## config.mk

```make
export PLATFORM = sky130hd
export DESIGN_NAME = spi_master_phase_sequencer_flat
export DESIGN_NICKNAME = d
export VERILOG_FILES = /design/src/rtl/core/sps_pkg.sv /design/src/rtl/core/sps_channels.sv /design/src/rtl/core/sps_buffer.sv /design/src/rtl/core/spi_master_phase_sequencer.sv /design/src/flat_wrapper.sv
export VERILOG_INCLUDE_DIRS = /design/src /design/src/rtl/core
export SDC_FILE = /design/constraint.sdc
export NUM_CORES = 1
export LEC_CHECK = 0
export BUFFER_PORTS_ARGS = -buffer_cell sky130_fd_sc_hd__buf_2
export CORE_MARGIN = 2
export CORE_UTILIZATION = 38
export DETAILED_ROUTE_END_ITERATION = 8
export REMOVE_ABC_BUFFERS = 1
export SYNTH_ARGS = -nofsm -noshare
export SYNTH_HDL_FRONTEND = slang
export SYNTH_SLANG_ARGS = --single-unit
```

## constraint.sdc

```tcl
create_clock -name clock -period 15.8 [get_ports clock]
set_input_delay 0.79 -clock clock [delete_from_list [all_inputs] [get_ports clock]]
set_output_delay 0.79 -clock clock [all_outputs]
set_load 0.02 [all_outputs]
```

## src/rtl/core/spi_master_phase_sequencer_macros.svh

```systemverilog
// Assertion macros shared by the SPI master phase sequencer RTL.
`ifndef SPI_MASTER_PHASE_SEQUENCER_MACROS_SVH
`define SPI_MASTER_PHASE_SEQUENCER_MACROS_SVH
`ifndef SYNTH
`define SPS_ASSERT_SAME(label, ante, cons) \
   label: assert property (@(posedge clock) disable iff (reset) (ante) |-> (cons)) \
      else $error("sequencer check failed");
`define SPS_ASSERT_NEXT(label, ante, cons) \
   label: assert property (@(posedge clock) disable iff (reset) (ante) |=> (cons)) \
      else $error("sequencer check failed");
`else
`define SPS_ASSERT_SAME(label, ante, cons)
`define SPS_ASSERT_NEXT(label, ante, cons)
`endif
`endif

```

## src/rtl/core/sps_pkg.sv

```systemverilog
// Shared constants and codes for the SPI master phase sequencer.
`timescale 1ns / 1ps
`default_nettype none
package sps_pkg;
   localparam int BUFFER_WORDS_DEF = 16;
   localparam int SELECT_COUNT_DEF = 3;
   localparam int WORD_W = 32;
   localparam int BYTE_W = 8;
   localparam int SEL_W = 3;
   localparam int POS_W = 7;
   localparam int IDX_W = 4;
   localparam int ACT_W = 2;
   localparam int REG_IDX_W = 3;

   typedef enum logic [ACT_W-1:0] {
      ACT_WRITE = 2'd0,
      ACT_READ  = 2'd1,
      ACT_START = 2'd2,
      ACT_REPLY = 2'd3
   } action_type;

   typedef enum logic [REG_IDX_W-1:0] {
      CSR_PHASE_EN   = 3'd0,
      CSR_CMD_VALUE  = 3'd1,
      CSR_CMD_BITS   = 3'd2,
      CSR_ADDR_VALUE = 3'd3,
      CSR_ADDR_BITS  = 3'd4,
      CSR_DATA_BITS  = 3'd5,
      CSR_SEL_MASK   = 3'd6
   } csr_index_type;
endpackage
`default_nettype wire

```

## src/rtl/core/sps_channels.sv

```systemverilog
// Handshake channel interfaces for request, response and register words.
`timescale 1ns / 1ps
`default_nettype none
interface sps_req_if import sps_pkg::*; ();
   logic              valid;
   logic              ready;
   logic [ACT_W-1:0]  action;
   logic [IDX_W-1:0]  word_index;
   logic [WORD_W-1:0] write_word;
   logic [BYTE_W-1:0] reply_byte;
   modport source (output valid, action, word_index, write_word, reply_byte, input ready);
   modport sink (input valid, action, word_index, write_word, reply_byte, output ready);
endinterface

interface sps_rsp_if import sps_pkg::*; ();
   logic              valid;
   logic              ready;
   logic [WORD_W-1:0] read_word;
   logic [BYTE_W-1:0] send_byte;
   logic              send_valid;
   logic [SEL_W-1:0]  select_lines;
   logic              busy_res;
   logic              last;
   modport source (output valid, read_word, send_byte, send_valid, select_lines, busy_res,
                   last, input ready);
   modport sink (input valid, read_word, send_byte, send_valid, select_lines, busy_res,
                 last, output ready);
endinterface

interface sps_csr_if import sps_pkg::*; ();
   logic                 valid;
   logic                 ready;
   logic [REG_IDX_W-1:0] reg_index;
   logic [WORD_W-1:0]    wdata;
   modport source (output valid, reg_index, wdata, input ready);
   modport sink (input valid, reg_index, wdata, output ready);
endinterface
`default_nettype wire

```

## src/rtl/core/sps_buffer.sv

```systemverilog
// Data buffer memory with byte-lane writes, per-word valid bits and registered read.
`timescale 1ns / 1ps
`default_nettype none
module sps_buffer import sps_pkg::*; #(
   parameter int BUFFER_WORDS = BUFFER_WORDS_DEF,
   localparam int AddrW = (BUFFER_WORDS > 1) ? $clog2(BUFFER_WORDS) : 1
) (
   input  wire logic              clock,
   input  wire logic              reset,
   input  wire logic              wr_en,
   input  wire logic [AddrW-1:0]  wr_addr,
   input  wire logic [3:0]        wr_be,
   input  wire logic [WORD_W-1:0] wr_data,
   input  wire logic              rd_en,
   input  wire logic [AddrW-1:0]  rd_addr,
   output      logic [WORD_W-1:0] rd_data
);
   logic [3:0][BYTE_W-1:0] words_ff [BUFFER_WORDS];
   logic [BUFFER_WORDS-1:0] valid_ff;
   logic [WORD_W-1:0]       rd_word_ff;
   logic                    rd_valid_ff;

   always_ff @(posedge clock) begin
      if (reset) begin
         valid_ff <= '0;
      end else if (wr_en) begin
         valid_ff[wr_addr] <= 1'b1;
      end
   end

   // A word never written reads as zero, so a partial write fills the other lanes with zero.
   always_ff @(posedge clock) begin
      if (wr_en) begin
         for (int l = 0; l < 4; l++) begin
            if (wr_be[l] || !valid_ff[wr_addr]) begin
               words_ff[wr_addr][l] <= wr_be[l] ? wr_data[BYTE_W*l +: BYTE_W] : '0;
            end
         end
      end
      if (rd_en) begin
         rd_word_ff  <= words_ff[rd_addr];
         rd_valid_ff <= valid_ff[rd_addr];
      end
   end

   assign rd_data = rd_valid_ff ? rd_word_ff : '0;
endmodule
`default_nettype wire

```

## src/rtl/core/spi_master_phase_sequencer.sv

```systemverilog
// Top level of the SPI master phase sequencer.
// A request word is registered in the stage register and then in the output register before
// its result is offered; a stalled response holds both registers.
// Throughput: one request word per cycle while the stage register can move on; a start with
// nothing to send yields two response words and holds the output register for the second.
// Reset returns the sequencing state and configuration registers to their defaults and clears the buffer valid bits.
`timescale 1ns / 1ps
`default_nettype none
`include "spi_master_phase_sequencer_macros.svh"
module spi_master_phase_sequencer import sps_pkg::*; #(
   parameter int BUFFER_WORDS = BUFFER_WORDS_DEF,
   parameter int SELECT_COUNT = SELECT_COUNT_DEF
) (
   input wire logic clock,
   input wire logic reset,
   sps_req_if.sink   req_chan,
   sps_rsp_if.source rsp_chan,
   sps_csr_if.sink   csr_chan
);
   localparam int AddrW = (BUFFER_WORDS > 1) ? $clog2(BUFFER_WORDS) : 1;
   localparam int DataCap = BUFFER_WORDS * 4;
   localparam logic [POS_W-1:0] DataCapPos = (DataCap > 64) ? 7'd64 : POS_W'(DataCap);
   localparam logic [SEL_W-1:0] SelIdle = SEL_W'((1 << SELECT_COUNT) - 1);
   localparam logic [7:0] BufWords8 = 8'(BUFFER_WORDS);

   typedef enum logic [1:0] {
      PH_CMD  = 2'd0,
      PH_ADDR = 2'd1,
      PH_DATA = 2'd2,
      PH_DONE = 2'd3
   } phase_type;

   typedef struct packed {
      logic              is_read;
      logic              mem_byte;
      logic              idx_ok;
      logic [1:0]        lane;
      logic [BYTE_W-1:0] byte_val;
      logic              send_valid;
      logic [SEL_W-1:0]  sel;
      logic              busy;
      logic              last;
      logic              two;
   } stage_type;

   typedef struct packed {
      logic [WORD_W-1:0] read_word;
      logic [BYTE_W-1:0] send_byte;
      logic              send_valid;
      logic [SEL_W-1:0]  sel;
      logic              busy;
      logic              last;
   } rsp_type;

   // Configuration registers
   logic [3:0]        phase_en_ff;
   logic [15:0]       cmd_val_ff;
   logic [3:0]        cmd_bits_ff;
   logic [WORD_W-1:0] addr_val_ff;
   logic [4:0]        addr_bits_ff;
   logic [8:0]        data_bits_ff;
   logic [2:0]        sel_mask_ff;

   // Sequencing state and pipeline
   logic              active_ff, active_in;
   phase_type         phase_ff, phase_in;
   logic [POS_W-1:0]  pos_ff, pos_in;
   logic [SEL_W-1:0]  sel_ff, sel_in;
   stage_type         stage_ff, stage_in;
   logic              stage_v_ff;
   rsp_type           out_ff, out_in;
   logic              out_v_ff;
   logic              second_ff;

   logic              req_accept, load_out;
   logic [POS_W-1:0]  cmd_len, addr_len, data_raw, data_len_any, data_len;
   phase_type         sph;
   logic [POS_W-1:0]  spos;
   logic [BYTE_W-1:0] b_val;
   logic              b_mem;
   logic [7:0]        data_idx8, rd_idx8, wr_idx8, st_idx8;
   logic              wr_en;
   logic [3:0]        wr_be;
   logic [WORD_W-1:0] wr_data;
   logic [WORD_W-1:0] mem_q;
   logic [SEL_W-1:0]  start_sel;

   always_ff @(posedge clock) begin
      if (reset) begin
         phase_en_ff  <= '0;
         cmd_val_ff   <= '0;
         cmd_bits_ff  <= '0;
         addr_val_ff  <= '0;
         addr_bits_ff <= '0;
         data_bits_ff <= '0;
         sel_mask_ff  <= 3'b111;
      end else if (csr_chan.valid && csr_chan.ready) begin
         case (csr_chan.reg_index)
            CSR_PHASE_EN:   phase_en_ff  <= csr_chan.wdata[3:0];
            CSR_CMD_VALUE:  cmd_val_ff   <= csr_chan.wdata[15:0];
            CSR_CMD_BITS:   cmd_bits_ff  <= csr_chan.wdata[3:0];
            CSR_ADDR_VALUE: addr_val_ff  <= csr_chan.wdata;
            CSR_ADDR_BITS:  addr_bits_ff <= csr_chan.wdata[4:0];
            CSR_DATA_BITS:  data_bits_ff <= csr_chan.wdata[8:0];
            CSR_SEL_MASK:   sel_mask_ff  <= csr_chan.wdata[2:0];
            default: ;
         endcase
      end
   end

   assign csr_chan.ready = 1'b1;

   // Phase lengths in bytes, taken from the live registers.
   always_comb begin
      cmd_len      = phase_en_ff[0] ? {6'd0, cmd_bits_ff[3]} + 7'd1 : '0;
      addr_len     = phase_en_ff[1] ? {5'd0, addr_bits_ff[4:3]} + 7'd1 : '0;
      data_raw     = {1'b0, data_bits_ff[8:3]} + 7'd1;
      data_len_any = (data_raw > DataCapPos) ? DataCapPos : data_raw;
      data_len     = (phase_en_ff[3:2] != 2'b00) ? data_len_any : '0;
   end

   // Skip every phase whose length is already used up; at most three steps.
   always_comb begin
      logic [POS_W-1:0] len;
      len = '0;
      if (req_chan.action == ACT_START) begin
         sph  = PH_CMD;
         spos = '0;
      end else begin
         sph  = phase_ff;
         spos = (phase_ff != PH_DONE) ? pos_ff + 7'd1 : pos_ff;
      end
      for (int k = 0; k < 3; k++) begin
         case (sph)
            PH_CMD:  len = cmd_len;
            PH_ADDR: len = addr_len;
            PH_DATA: len = data_len;
            default: len = '0;
         endcase
         if (sph != PH_DONE && spos >= len) begin
            case (sph)
               PH_CMD:  sph = PH_ADDR;
               PH_ADDR: sph = PH_DATA;
               default: sph = PH_DONE;
            endcase
            spos = '0;
         end
      end
   end

   // Byte to send at the settled position; data bytes come from the buffer when phase enable bit 2 is set, else zero.
   always_comb begin
      logic [1:0] a_idx;
      a_idx     = 2'(addr_len - 7'd1 - spos);
      b_val     = '0;
      b_mem     = 1'b0;
      data_idx8 = {3'd0, spos[6:2]};
      case (sph)
         PH_CMD: begin
            if (spos[6:1] == '0) begin
               b_val = cmd_val_ff[{spos[0], 3'b000} +: BYTE_W];
            end
         end
         PH_ADDR: begin
            if (spos < addr_len) begin
               b_val = addr_val_ff[{a_idx, 3'b000} +: BYTE_W];
            end
         end
         PH_DATA: b_mem = phase_en_ff[2];
         default: ;
      endcase
   end

   assign start_sel = sel_mask_ff & SelIdle;

   always_comb begin
      logic emit_byte;
      logic two;
      emit_byte = 1'b0;
      two       = 1'b0;
      active_in = active_ff;
      phase_in  = phase_ff;
      pos_in    = pos_ff;
      sel_in    = sel_ff;
      wr_en     = 1'b0;
      wr_be     = 4'hF;
      wr_data   = req_chan.write_word;
      wr_idx8   = {4'd0, req_chan.word_index};
      rd_idx8   = {4'd0, req_chan.word_index};
      st_idx8   = {3'd0, pos_ff[6:2]};
      stage_in  = '0;
      stage_in.lane = spos[1:0];
      stage_in.last = 1'b1;
      case (req_chan.action)
         ACT_WRITE: begin
            wr_en = (wr_idx8 < BufWords8);
         end
         ACT_READ: begin
            stage_in.is_read = 1'b1;
            stage_in.idx_ok  = (rd_idx8 < BufWords8);
         end
         ACT_START: begin
            if (!active_ff) begin
               if (sph == PH_DONE) begin
                  two           = 1'b1;
                  stage_in.last = 1'b0;
               end else begin
                  active_in = 1'b1;
                  sel_in    = start_sel;
                  phase_in  = sph;
                  pos_in    = spos;
                  emit_byte = 1'b1;
               end
            end
         end
         ACT_REPLY: begin
            if (active_ff) begin
               if (phase_ff == PH_DATA && phase_en_ff[3] && pos_ff < data_len_any) begin
                  wr_en   = (st_idx8 < BufWords8);
                  wr_idx8 = st_idx8;
                  wr_be   = 4'b0001 << pos_ff[1:0];
                  wr_data = {4{req_chan.reply_byte}};
               end
               if (sph == PH_DONE) begin
                  active_in = 1'b0;
                  sel_in    = SelIdle;
                  phase_in  = PH_CMD;
                  pos_in    = '0;
               end else begin
                  phase_in  = sph;
                  pos_in    = spos;
                  emit_byte = 1'b1;
               end
            end
         end
         default: ;
      endcase
      if (emit_byte) begin
         stage_in.send_valid = 1'b1;
         stage_in.byte_val   = b_val;
         stage_in.mem_byte   = b_mem;
         if (b_mem) begin
            rd_idx8         = data_idx8;
            stage_in.idx_ok = (data_idx8 < BufWords8);
         end
      end
      stage_in.two  = two;
      stage_in.sel  = two ? start_sel : sel_in;
      stage_in.busy = two ? 1'b1 : active_in;
   end

   assign load_out   = stage_v_ff && (!out_v_ff || (rsp_chan.ready && !second_ff));
   assign req_accept = req_chan.valid && req_chan.ready;
   assign req_chan.ready = !stage_v_ff || load_out;

   sps_buffer #(
      .BUFFER_WORDS (BUFFER_WORDS)
   ) u_buffer (
      .clock   (clock),
      .reset   (reset),
      .wr_en   (req_accept && wr_en),
      .wr_addr (wr_idx8[AddrW-1:0]),
      .wr_be   (wr_be),
      .wr_data (wr_data),
      .rd_en   (req_accept),
      .rd_addr (rd_idx8[AddrW-1:0]),
      .rd_data (mem_q)
   );

   always_comb begin
      out_in.read_word  = (stage_ff.is_read && stage_ff.idx_ok) ? mem_q : '0;
      out_in.send_byte  = stage_ff.mem_byte ?
                          (stage_ff.idx_ok ? mem_q[{stage_ff.lane, 3'b000} +: BYTE_W] : '0) :
                          stage_ff.byte_val;
      out_in.send_valid = stage_ff.send_valid;
      out_in.sel        = stage_ff.sel;
      out_in.busy       = stage_ff.busy;
      out_in.last       = stage_ff.last;
   end

   always_ff @(posedge clock) begin
      if (reset) begin
         active_ff  <= 1'b0;
         phase_ff   <= PH_CMD;
         pos_ff     <= '0;
         sel_ff     <= SelIdle;
         stage_v_ff <= 1'b0;
         out_v_ff   <= 1'b0;
         second_ff  <= 1'b0;
      end else begin
         if (req_accept) begin
            active_ff  <= active_in;
            phase_ff   <= phase_in;
            pos_ff     <= pos_in;
            sel_ff     <= sel_in;
            stage_v_ff <= 1'b1;
            stage_ff   <= stage_in;
         end else if (load_out) begin
            stage_v_ff <= 1'b0;
         end
         if (load_out) begin
            out_v_ff  <= 1'b1;
            out_ff    <= out_in;
            second_ff <= stage_ff.two;
         end else if (out_v_ff && rsp_chan.ready) begin
            if (second_ff) begin
               // An empty transfer closes at once: selects raised, idle.
               out_ff    <= rsp_type'{read_word: '0, send_byte: '0, send_valid: 1'b0,
                                      sel: SelIdle, busy: 1'b0, last: 1'b1};
               second_ff <= 1'b0;
            end else begin
               out_v_ff <= 1'b0;
            end
         end
      end
   end

   assign rsp_chan.valid        = out_v_ff;
   assign rsp_chan.read_word    = out_ff.read_word;
   assign rsp_chan.send_byte    = out_ff.send_byte;
   assign rsp_chan.send_valid   = out_ff.send_valid;
   assign rsp_chan.select_lines = out_ff.sel;
   assign rsp_chan.busy_res     = out_ff.busy;
   assign rsp_chan.last         = out_ff.last;

   `SPS_ASSERT_SAME(a_second_needs_output, second_ff, out_v_ff)
   `SPS_ASSERT_SAME(a_idle_at_origin, !active_ff, phase_ff == PH_CMD && pos_ff == '0 && sel_ff == SelIdle)
   `SPS_ASSERT_SAME(a_phase_never_done, 1'b1, phase_ff != PH_DONE)
   `SPS_ASSERT_NEXT(a_two_first_not_last, load_out && stage_ff.two, out_v_ff && second_ff && !out_ff.last)
endmodule
`default_nettype wire
```

## src/flat_wrapper.sv

```systemverilog
// flat-port wrapper written by rule: the top's interface ports become plain ports
module spi_master_phase_sequencer_flat import sps_pkg::*;
#(
   parameter int BUFFER_WORDS = BUFFER_WORDS_DEF,
   parameter int SELECT_COUNT = SELECT_COUNT_DEF
)
  (clock, reset, req_chan_valid, req_chan_action, req_chan_word_index, req_chan_write_word, req_chan_reply_byte, req_chan_ready, rsp_chan_valid, rsp_chan_read_word, rsp_chan_send_byte, rsp_chan_send_valid, rsp_chan_select_lines, rsp_chan_busy_res, rsp_chan_last, rsp_chan_ready, csr_chan_valid, csr_chan_reg_index, csr_chan_wdata, csr_chan_ready);
  sps_req_if req_chan_i ();
  sps_rsp_if rsp_chan_i ();
  sps_csr_if csr_chan_i ();
  input wire logic clock;
  input wire logic reset;
  input wire logic [$bits(req_chan_i.valid)-1:0] req_chan_valid;
  input wire logic [$bits(req_chan_i.action)-1:0] req_chan_action;
  input wire logic [$bits(req_chan_i.word_index)-1:0] req_chan_word_index;
  input wire logic [$bits(req_chan_i.write_word)-1:0] req_chan_write_word;
  input wire logic [$bits(req_chan_i.reply_byte)-1:0] req_chan_reply_byte;
  output wire logic [$bits(req_chan_i.ready)-1:0] req_chan_ready;
  output wire logic [$bits(rsp_chan_i.valid)-1:0] rsp_chan_valid;
  output wire logic [$bits(rsp_chan_i.read_word)-1:0] rsp_chan_read_word;
  output wire logic [$bits(rsp_chan_i.send_byte)-1:0] rsp_chan_send_byte;
  output wire logic [$bits(rsp_chan_i.send_valid)-1:0] rsp_chan_send_valid;
  output wire logic [$bits(rsp_chan_i.select_lines)-1:0] rsp_chan_select_lines;
  output wire logic [$bits(rsp_chan_i.busy_res)-1:0] rsp_chan_busy_res;
  output wire logic [$bits(rsp_chan_i.last)-1:0] rsp_chan_last;
  input wire logic [$bits(rsp_chan_i.ready)-1:0] rsp_chan_ready;
  input wire logic [$bits(csr_chan_i.valid)-1:0] csr_chan_valid;
  input wire logic [$bits(csr_chan_i.reg_index)-1:0] csr_chan_reg_index;
  input wire logic [$bits(csr_chan_i.wdata)-1:0] csr_chan_wdata;
  output wire logic [$bits(csr_chan_i.ready)-1:0] csr_chan_ready;
  assign req_chan_i.valid = req_chan_valid;
  assign req_chan_i.action = req_chan_action;
  assign req_chan_i.word_index = req_chan_word_index;
  assign req_chan_i.write_word = req_chan_write_word;
  assign req_chan_i.reply_byte = req_chan_reply_byte;
  assign req_chan_ready = req_chan_i.ready;
  assign rsp_chan_valid = rsp_chan_i.valid;
  assign rsp_chan_read_word = rsp_chan_i.read_word;
  assign rsp_chan_send_byte = rsp_chan_i.send_byte;
  assign rsp_chan_send_valid = rsp_chan_i.send_valid;
  assign rsp_chan_select_lines = rsp_chan_i.select_lines;
  assign rsp_chan_busy_res = rsp_chan_i.busy_res;
  assign rsp_chan_last = rsp_chan_i.last;
  assign rsp_chan_i.ready = rsp_chan_ready;
  assign csr_chan_i.valid = csr_chan_valid;
  assign csr_chan_i.reg_index = csr_chan_reg_index;
  assign csr_chan_i.wdata = csr_chan_wdata;
  assign csr_chan_ready = csr_chan_i.ready;
  spi_master_phase_sequencer #(.BUFFER_WORDS(BUFFER_WORDS), .SELECT_COUNT(SELECT_COUNT)) u_core (.clock(clock), .reset(reset), .req_chan(req_chan_i), .rsp_chan(rsp_chan_i), .csr_chan(csr_chan_i));
endmodule
```

== Word-level counts from Yosys, hierarchy flattened ==
Memories as Yosys holds them, arrays and structs flattened. A register that Yosys moved wholly into a read port is not among the register bits.
Index checks and enable logic that the tools add are counted.

* Register bits: 172
* RAM bits: 512
* Input bits: 86
* Output and inout bits: 49
* Logic and storage cells: 230
* Memories: 1

* Add/sub/neg operators: 6
* $lt $le $gt $ge: 11
* Equality and inequality tests: 27
* Shifts and indexed selects: 4
* Multiplexer cells: 102
* Bitwise logic cells: 2
* Reductions and logical operators: 45

{| class="wikitable"
|+ Memories
! name !! depth !! bits a word !! read ports !! clocked after Yosys merged registers in !! wr ports !! line !! text
|-
| u_core.u_buffer.words_ff || 16 || 32 || 1 || 1 || 1 || sps_buffer.sv:18 || <nowiki>logic [3:0][BYTE_W-1:0] words_ff [BUFFER_WORDS];</nowiki>
|}

{| class="wikitable"
|+ Operator list
! cell !! count
|-
| $mux 32 || 5
|-
| $mux 46 || 3
|-
| $mux 7 || 12
|-
| $mux 8 || 8
|-
| $shiftx 32x6->8 || 2
|-
| $pmux 7 s3 || 3
|-
| $mux 1 || 36
|-
| $mux 4 || 8
|-
| $ge 7x7->1 || 3
|-
| $mux 3 || 6
|-
| $reduce_and 2->1 || 9
|-
| $eq 2x2->1 const B || 8
|-
| $mux 2 || 8
|-
| $or 16x16->16 || 1
|-
| $pmux 2 s2 || 4
|-
| $pmux 8 s2 || 1
|-
| $shiftx 16x5->8 || 1
|-
| $lt 7x7->1 || 2
|-
| $ne 2x2->1 const B || 7
|-
| $pmux 7 s2 || 1
|-
| $logic_and 1x1->1 || 12
|-
| $eq 2x1->1 const B || 5
|-
| $logic_not 2->1 || 5
|-
| $lt 4x5->1 const B || 2
|-
| 26 further kinds || 45
|}

== Longest topological paths before layout ==
* Depth in word-level cells: 25
* Depth in mapped cells: 40
* Depth with buffers taken out: 38

== By module ==
A second synthesis with hierarchy kept.

* Cell total of the unflattened synthesis: 1877
* Area, all modules: 30386.6 µm²

{| class="wikitable"
|+ By module, submodules not included
! module !! instances !! cells an instance !! area an instance (µm²) !! seq. area each (µm²)
|-
| sps_buffer || 1 || 991 || 21994.8 || 16686.0
|-
| spi_master_phase_sequencer || 1 || 886 || 8391.8 || 3583.4
|}

== Worst setup path before layout ==
Ideal clock, no wire load.

* Path kind: input -> register
* Start: input port req_chan_action[0]
* End: register u_core.stage_ff[13] in the netlist's numbering (data pin)
* Library setup time: 0.261 ns
* Data arrival time: 9.088 ns
* Required time: 15.539 ns
* Setup slack: 6.450 ns
* Cell stages on the path: 37
* Path buffers: 6
* Cell sequence: inv_1 -> ha_1 -> clkbuf_1 -> clkbuf_1 -> or2_2 -> clkbuf_1 -> inv_1 -> ha_1 -> and3_1 -> a221o_1 -> a31o_2 -> buf_2 -> a22oi_1 -> nor2_1 -> a221o_1 -> ha_1 -> nor2b_1 -> o21ai_0 -> a21bo_2 -> a21oi_2 -> xnor2_1 -> o21ai_0 -> a221oi_1 -> a21oi_1 -> a211o_1 -> ha_1 -> nand2b_1 -> a211oi_1 -> o21ai_0 -> a2111oi_2 -> o21ai_0 -> clkbuf_1 -> ha_1 -> buf_1 -> mux4_2 -> a2bb2oi_1 -> nor2_1

* Word-level cells in the longest chain between the ends: 21
* Elaborated cells on any way between the ends: 49
* Classes of those cells: add/sub: 1; order compare: 4; eq/ne: 13; shift: 2; mux: 21; reduce/logical: 8

{| class="wikitable"
|+ Ends and longest elaborated chain
! element !! line !! text
|-
| start, declared || flat_wrapper.sv:14 || <nowiki>input wire logic [$bits(req_chan_i.action)-1:0] req_chan_action;</nowiki>
|-
| $eq 2x2->1 || spi_master_phase_sequencer.sv:126, spi_master_phase_sequencer.sv:194 ||
|-
| $mux 2 || spi_master_phase_sequencer.sv:126 || <nowiki>if (req_chan.action == ACT_START) begin</nowiki>
|-
| $eq 2x2->1 (tied with other cells) || spi_master_phase_sequencer.sv:134 || <nowiki>case (sph)</nowiki>
|-
| $pmux 7 s3 || spi_master_phase_sequencer.sv:134 ||
|-
| $ge 7x7->1 || spi_master_phase_sequencer.sv:140 || <nowiki>if (sph != PH_DONE && spos >= len) begin</nowiki>
|-
| $logic_and 1x1->1 || spi_master_phase_sequencer.sv:140 ||
|-
| $mux 2 || spi_master_phase_sequencer.sv:140 ||
|-
| $eq 2x2->1 (tied with other cells) || spi_master_phase_sequencer.sv:134 ||
|-
| (+5 left out) || n/a ||
|-
| $pmux 7 s3 || spi_master_phase_sequencer.sv:134 ||
|-
| $ge 7x7->1 || spi_master_phase_sequencer.sv:140 ||
|-
| $logic_and 1x1->1 || spi_master_phase_sequencer.sv:140 ||
|-
| $mux 7 or $mux 2 (tied branches) || spi_master_phase_sequencer.sv:140 ||
|-
| $sub 2x2->2 or $eq 2x2->1 (tied branches) || spi_master_phase_sequencer.sv:154, spi_master_phase_sequencer.sv:204, spi_master_phase_sequencer.sv:224 ||
|-
| $shiftx 32x6->8 or $mux 1 (tied branches) || spi_master_phase_sequencer.sv:166, spi_master_phase_sequencer.sv:204, spi_master_phase_sequencer.sv:224 ||
|-
| $mux 8 (tied with other cells) || spi_master_phase_sequencer.sv:165 || <nowiki>if (spos < addr_len) begin</nowiki>
|-
| $pmux 8 s2 or $pmux 1 s2 (tied branches) || spi_master_phase_sequencer.sv:158, spi_master_phase_sequencer.sv:194 ||
|-
| end signal, assigned || spi_master_phase_sequencer.sv:297 || <nowiki>stage_ff <= stage_in;</nowiki>
|-
| end, declared || spi_master_phase_sequencer.sv:69 || <nowiki>stage_type stage_ff, stage_in;</nowiki>
|}

Parallel ways exist; a longest one is shown, timed or not.
A chain may end at the register's enable or synchronous reset.

== Worst setup path in the final report ==
* Start: register u_core.pos_ff[0]
* End: register u_core.u_buffer.rd_word_ff[6] (read register of u_core.u_buffer.words_ff) (data pin)

* Word-level cells in the longest chain between the ends: 21
* Elaborated cells on any way between the ends: 36
* Classes of those cells: add/sub: 1; order compare: 3; eq/ne: 8; mux: 19; reduce/logical: 5

{| class="wikitable"
|+ Ends and longest elaborated chain
! element !! line !! text
|-
| start, declared || spi_master_phase_sequencer.sv:67 || <nowiki>logic [POS_W-1:0] pos_ff, pos_in;</nowiki>
|-
| start signal, assigned || spi_master_phase_sequencer.sv:294 || <nowiki>pos_ff <= pos_in;</nowiki>
|-
| $add 7x1->7 || spi_master_phase_sequencer.sv:131 || <nowiki>spos = (phase_ff != PH_DONE) ? pos_ff + 7'd1 : pos_ff;</nowiki>
|-
| $mux 7 * || spi_master_phase_sequencer.sv:131 ||
|-
| $mux 7 * || spi_master_phase_sequencer.sv:126 ||
|-
| $ge 7x7->1 || spi_master_phase_sequencer.sv:140 ||
|-
| $logic_and 1x1->1 || spi_master_phase_sequencer.sv:140 ||
|-
| $mux 2 || spi_master_phase_sequencer.sv:140 ||
|-
| $eq 2x2->1 (tied with other cells) || spi_master_phase_sequencer.sv:134 ||
|-
| $pmux 7 s3 || spi_master_phase_sequencer.sv:134 ||
|-
| (+5 left out) || n/a ||
|-
| $ge 7x7->1 || spi_master_phase_sequencer.sv:140 ||
|-
| $logic_and 1x1->1 || spi_master_phase_sequencer.sv:140 ||
|-
| $mux 2 || spi_master_phase_sequencer.sv:140 ||
|-
| $eq 2x2->1 || spi_master_phase_sequencer.sv:204, spi_master_phase_sequencer.sv:224 ||
|-
| $mux 1 || spi_master_phase_sequencer.sv:204, spi_master_phase_sequencer.sv:224 ||
|-
| $mux 1 (on tied branches) || spi_master_phase_sequencer.sv:217, spi_master_phase_sequencer.sv:203 ||
|-
| $pmux 1 s2 || spi_master_phase_sequencer.sv:194 || <nowiki>case (req_chan.action)</nowiki>
|-
| $mux 4 * || spi_master_phase_sequencer.sv:238 || <nowiki>if (emit_byte) begin</nowiki>
|-
| end, declared || sps_buffer.sv:20 || <nowiki>logic [WORD_W-1:0] rd_word_ff;</nowiki>
|}

Mark *: on every way between the ends. The rest lies on a longest branch, timed or not.

==> results <==
- The die is 315.9 um wide.
- Based on the critical path, the design can be clocked at up to around 0.082 GHz.
- The first TritonRoute pass finished after 6 iterations.
- Summed over all nets, the switching power comes to 962.8 uW.
- Once layout is complete, the cells apart from fillers number 5035.
- The via count of the first global-routing pass came to 28860.
- The sequential area share after synthesis is 54.83%.
- The count of pins over their slew limit is 0.
- The number of placed instances, taps included is roughly 5000.
- The worst hold endpoint is u_core.addr_val_ff[17].
- The first global-routing pass estimated 187700 um of wire.
- CTS saw 707 sinks.
- The number of placement rows is 114.
- Entering global routing, the biggest net connects 203 pins.
- In the finished design, the share of the clock period the worst path needs comes to 76.91%.
- The number of DRC violations after detailed-routing iteration 0 is ~4500.
- The starting utilization of the core area is 38.28%.
- Setup slack on the critical path of the routed design comes to 3.648 ns.
- The cell-internal power is 3.189 mW.
- The clock transition at the registers of the reported paths is 0.06 ns.
- Global routing used a little over a third of the available met1 tracks.
- The distinct cell type count after synthesis is 70.
- The class of the tightest hold or removal check is in2reg.
- The cell type of the slowest stage on the worst timing path is sky130_fd_sc_hd__buf_4.
- The cell type with the highest aggregate area in the netlist is sky130_fd_sc_hd__edfxtp_1.
- The total area of multi-input combinational cells is 0.01525 sq mm.
- The power density relative to cell area is 100.9 mW/mm^2.
- The number of clock buffers added by TritonCTS is 78.
- The clock passes through at most 3 buffers.
- The cell depth of the worst hold path is 3.
- The static leakage is roughly 15 nW.
- The number of antenna-violating nets in the routed design is 0.
- The critical path required time is ~16 ns.
- The register-to-register setup slack is approximately 3.6 ns.
- The aggregate global-route resource usage is 24.78%.
- Per report_power, the clock group accounts for 43.9% of the total.
- Relative to the synthesized area, the layout overhead comes to 11.32%.
- The clock tree synthesis step divided the H-tree into 3 levels.
- After global routing, the most crowded layer is met2.
- Sequential cells account for 50.0% of the total power.
- Global routing used 6.349% of the available met3 tracks.
- Per report_power, the combinational group accounts for under 10% of the total.
- The number of I/O port buffers is between 100 and 150.
- The TritonCTS clock tree is yes.
- The total of fill cells in the finished design is 9104.
- The highest cell delay on the worst timing path is 0.76 ns.
- The number of buffers added to fix hold violations after cts is 0.
- The total of endpoints with negative setup slack in the final report is 0.
- The smallest clock period supported by the final layout is computed as 12.15 ns.
- The maximum vdd ir drop is 72.48 uV.
- The global route total overflow is 0.
- Once the clock tree was built, the setup fixing pass inserted 0 buffers.
- The area share of the largest cell type after synthesis is 49.63%.
- In the synthesized netlist the async set-or-reset flop fraction comes to 0%.
- The routed wirelength normalized by instance count is 25.28 um.
- The number of warnings issued by yosys is 0.
- Sorting the synthesized cells by area gives the leading types as sky130_fd_sc_hd__edfxtp_1, sky130_fd_sc_hd__nand2_1, sky130_fd_sc_hd__a311oi_1.
- The critical setup path kind is reg2reg.
- Counting flops with a built-in enable in the synthesized netlist gives 611.
- The worst setup slack before clock tree synthesis is between 3 and 4 ns.
- The number of antenna violations at the first check in global routing is 8.
- In this run the worst path has a maximum fanout of 197.
- The clock latency of the later-clocked register in the worst-skew pair is approximately 0.63 ns.
- In the final layout, the share of cells above drive strength 1 is 10.07%.
- The core region is about 0.097 sq mm.
- The arrival time of data at the critical path endpoint is around 13 ns.
- The congestion estimate from routability-driven global placement came to 0.8477.
- Setup repair after global routing left no endpoint under its margin.
- The slew at the pin with the worst max-slew slack is roughly 1.4 ns.
- The worst register-to-register path begins at u_core.pos_ff[0].
- In the routed design, unresolved DRC markers number 0.
- The sum of net half-perimeters after detailed placement is approximately 73000 um.
- The number of vias in the routed layout is 31360.
- The length in cells of the worst reg-to-reg path is 37.
- The number of gates resized after CTS was 0.
- The area taken by flip-flops and latches is 0.02027 sq mm.
- After technology mapping, the gate count stands at 3762.
- After layout, the design draws a total of ~4.2 mW.
- The final-layout worst hold slack is 0.3908 ns.
- The master cell of the clock root buffer is sky130_fd_sc_hd__clkbuf_16.
- Across the run, the number of max-cap violations was 0.
- The via density per instance is approximately 6.2.
- The met2 track demand over resource in global routing is 37.56%.
- At the end of the flow, the number of nets in the layout was 3824.
- In this run the critical register-to-register path is captured at u_core.u_buffer.rd_word_ff[6].
- For this design the top-level I/O count stands at 135.
- The critical path startpoint category is a register.
- The worst relative slew slack is 7.583%.
- In this run switching power makes up 23.19% of total power.
- The origin of the worst min-delay path is csr_chan_wdata[17].
- Counting stages on the worst path, the most repeated cell is sky130_fd_sc_hd__ha_1.
- The synthesized flop and latch total is about 710.
- The critical path endpoint category is a register.
- The floorplan step defined a die boundary enclosing 0.09980 sq mm.
- The hold violation count in the final report is 0.
- The worst-case clock skew is around 0.018 ns.
- For this run, the leading register cell type out of synthesis is sky130_fd_sc_hd__edfxtp_1.
- The floorplan step set the die height to 315.9 um.
- Summing every instance area after synthesis gives 0.03697 sq mm.
- Each instance of the synthesized netlist takes up on average just under 10 sq um.
- The flow ran to the end, and the final reports show no timing, DRC or antenna violations.
- Wires add up to 127300 um.
-- worst max-delay path: cells and delay by family, from the launching register on --
kind / cells / cell delay [ns]
AND/OR/NAND/NOR: 10 / 2.38
XOR/XNOR: 2 / 0.27
flip-flops: 1 / 0.48
AO/OA/AOI/OAI: 16 / 5.17
adder cells (fa/ha/maj): 4 / 1.43
buffers and inverters: 5 / 1.95
-- worst max path at each step --
stage | from | endpoint | slack [ns] | cells past startpoint
floorplan | req_chan_action[0] | u_core.u_buffer.rd_valid_ff | -14.23 | 34
global route | u_core.data_bits_ff[3] | u_core.u_buffer.rd_word_ff[6] | 3.05 | 39
detailed placement | req_chan_action[0] | u_core.u_buffer.rd_word_ff[6] | 3.55 | 39
finish | u_core.pos_ff[0] | u_core.u_buffer.rd_word_ff[6] | 3.65 | 37
CTS | u_core.pos_ff[0] | u_core.u_buffer.rd_word_ff[6] | 3.85 | 37
global placement | req_chan_action[0] | u_core.u_buffer.rd_word_ff[6] | 3.66 | 38
-- registers in the layout, summed over array words and instances (netlist names), 4 cells and up --
| signal | cells |
|---|---|
| u_core.addr_val_ff | 32 |
| u_core.cmd_val_ff | 16 |
| u_core.data_bits_ff | 6 |
| u_core.out_in | 6 |
| u_core.phase_en_ff | 4 |
| u_core.pos_ff | 7 |
| u_core.rsp_chan.read_word | 32 |
| u_core.rsp_chan.send_byte | 8 |
| u_core.stage_ff | 14 |
| u_core.u_buffer.rd_word_ff | 32 |
| u_core.u_buffer.valid_ff | 16 |
| u_core.u_buffer.words_ff | 512 |
-- metrics by stage --
| stage | util, % | cell area, sq um | TNS, ns |
|---|---|---|---|
| 2_1_floorplan | - | 35500 | -492.33 |
| 3_3_place_gp | 39.99 | 38620 | 0 |
| 3_5_place_dp | 39.99 | 38620 | 0 |
| 4_1_cts | 42.61 | 41140 | 0 |
| 5_1_grt | 42.61 | 41150 | 0 |
| 6_report | 42.62 | 41150 | 0 |
-- Yosys cell counts (all sizes together) (3+ instances only) --
master      n
buf        97
o211ai      5
xor2        3
a31oi      12
a211oi     14
mux4       16
nand3b      4
clkbuf    258
nor2      164
inv        46
o21ai      55
and2       36
a22oi     268
ha         42
a21boi      6
nor3      277
or3         3
a21o        8
xnor2       9
or4        33
nand2    1013
nand3      16
a221oi      6
a221o       3
or2        11
a311oi    265
a211o       9
nand2b     11
o21a        7
o22ai     139
nor4       16
o211a       3
edfxtp    611
dfxtp      96
a2bb2oi    10
nor2b      23
and3        9
a21oi     106
mux2i      25
-- power groups by stage --
stage	combinational, mW	clock [mW]	sequential [mW]
global route	0.273	1.91	2.08
CTS	0.250	1.84	2.07
detailed placement	0.249	0	2.11
global placement	0.247	0	2.11
floorplan	0.134	0	2.10
finish	0.255	1.82	2.08
-- cell families after synthesis --
family	Yosys count	share of synthesized area, %
other cells	1	0.01014
xor+xnor	12	0.2843
simple gates	1624	18.70
mux	41	1.652
buf+inv	401	4.437
fa+ha+maj	44	1.482
flops	707	54.83
compound gates	932	18.61
-- cell type report --
cell class / instances / area share (%)
Sequential cell: 707 / 49.25
Multi-Input combinational cell: 2654 / 37.06
Clock buffer: 112 / 5.509
Tap cell: 1276 / 3.879
Timing Repair Buffer: 209 / 3.217
Clock inverter: 27 / 0.6233
Inverter: 46 / 0.4378
Antenna cell: 4 / 0.02432
-- cell usage in the layout, fill, tap and decap left out, drive strengths merged, types with 36 or more instances in the layout --
cell type / Yosys / layout
a21oi: 106 / 106
a22oi: 268 / 268
a311oi: 265 / 265
and2: 36 / 36
buf: 97 / 209
clkbuf: 258 / 112
dfxtp: 96 / 96
edfxtp: 611 / 611
ha: 42 / 42
inv: 46 / 49
nand2: 1013 / 1013
nor2: 164 / 164
nor3: 277 / 277
o21ai: 55 / 55
o22ai: 139 / 139
-- routing by layer --
| metal | up-vias | part of all wire, % |
|---|---|---|
| met3 | 249 | 12 |
| met4 | 2 | 2.9 |
| met1 | 15260 | 41 |
| li1 | 14030 | - |
| met5 | - | 0.0055 |
| met2 | 1820 | 44 |
(Power assumes the default switching activity.)
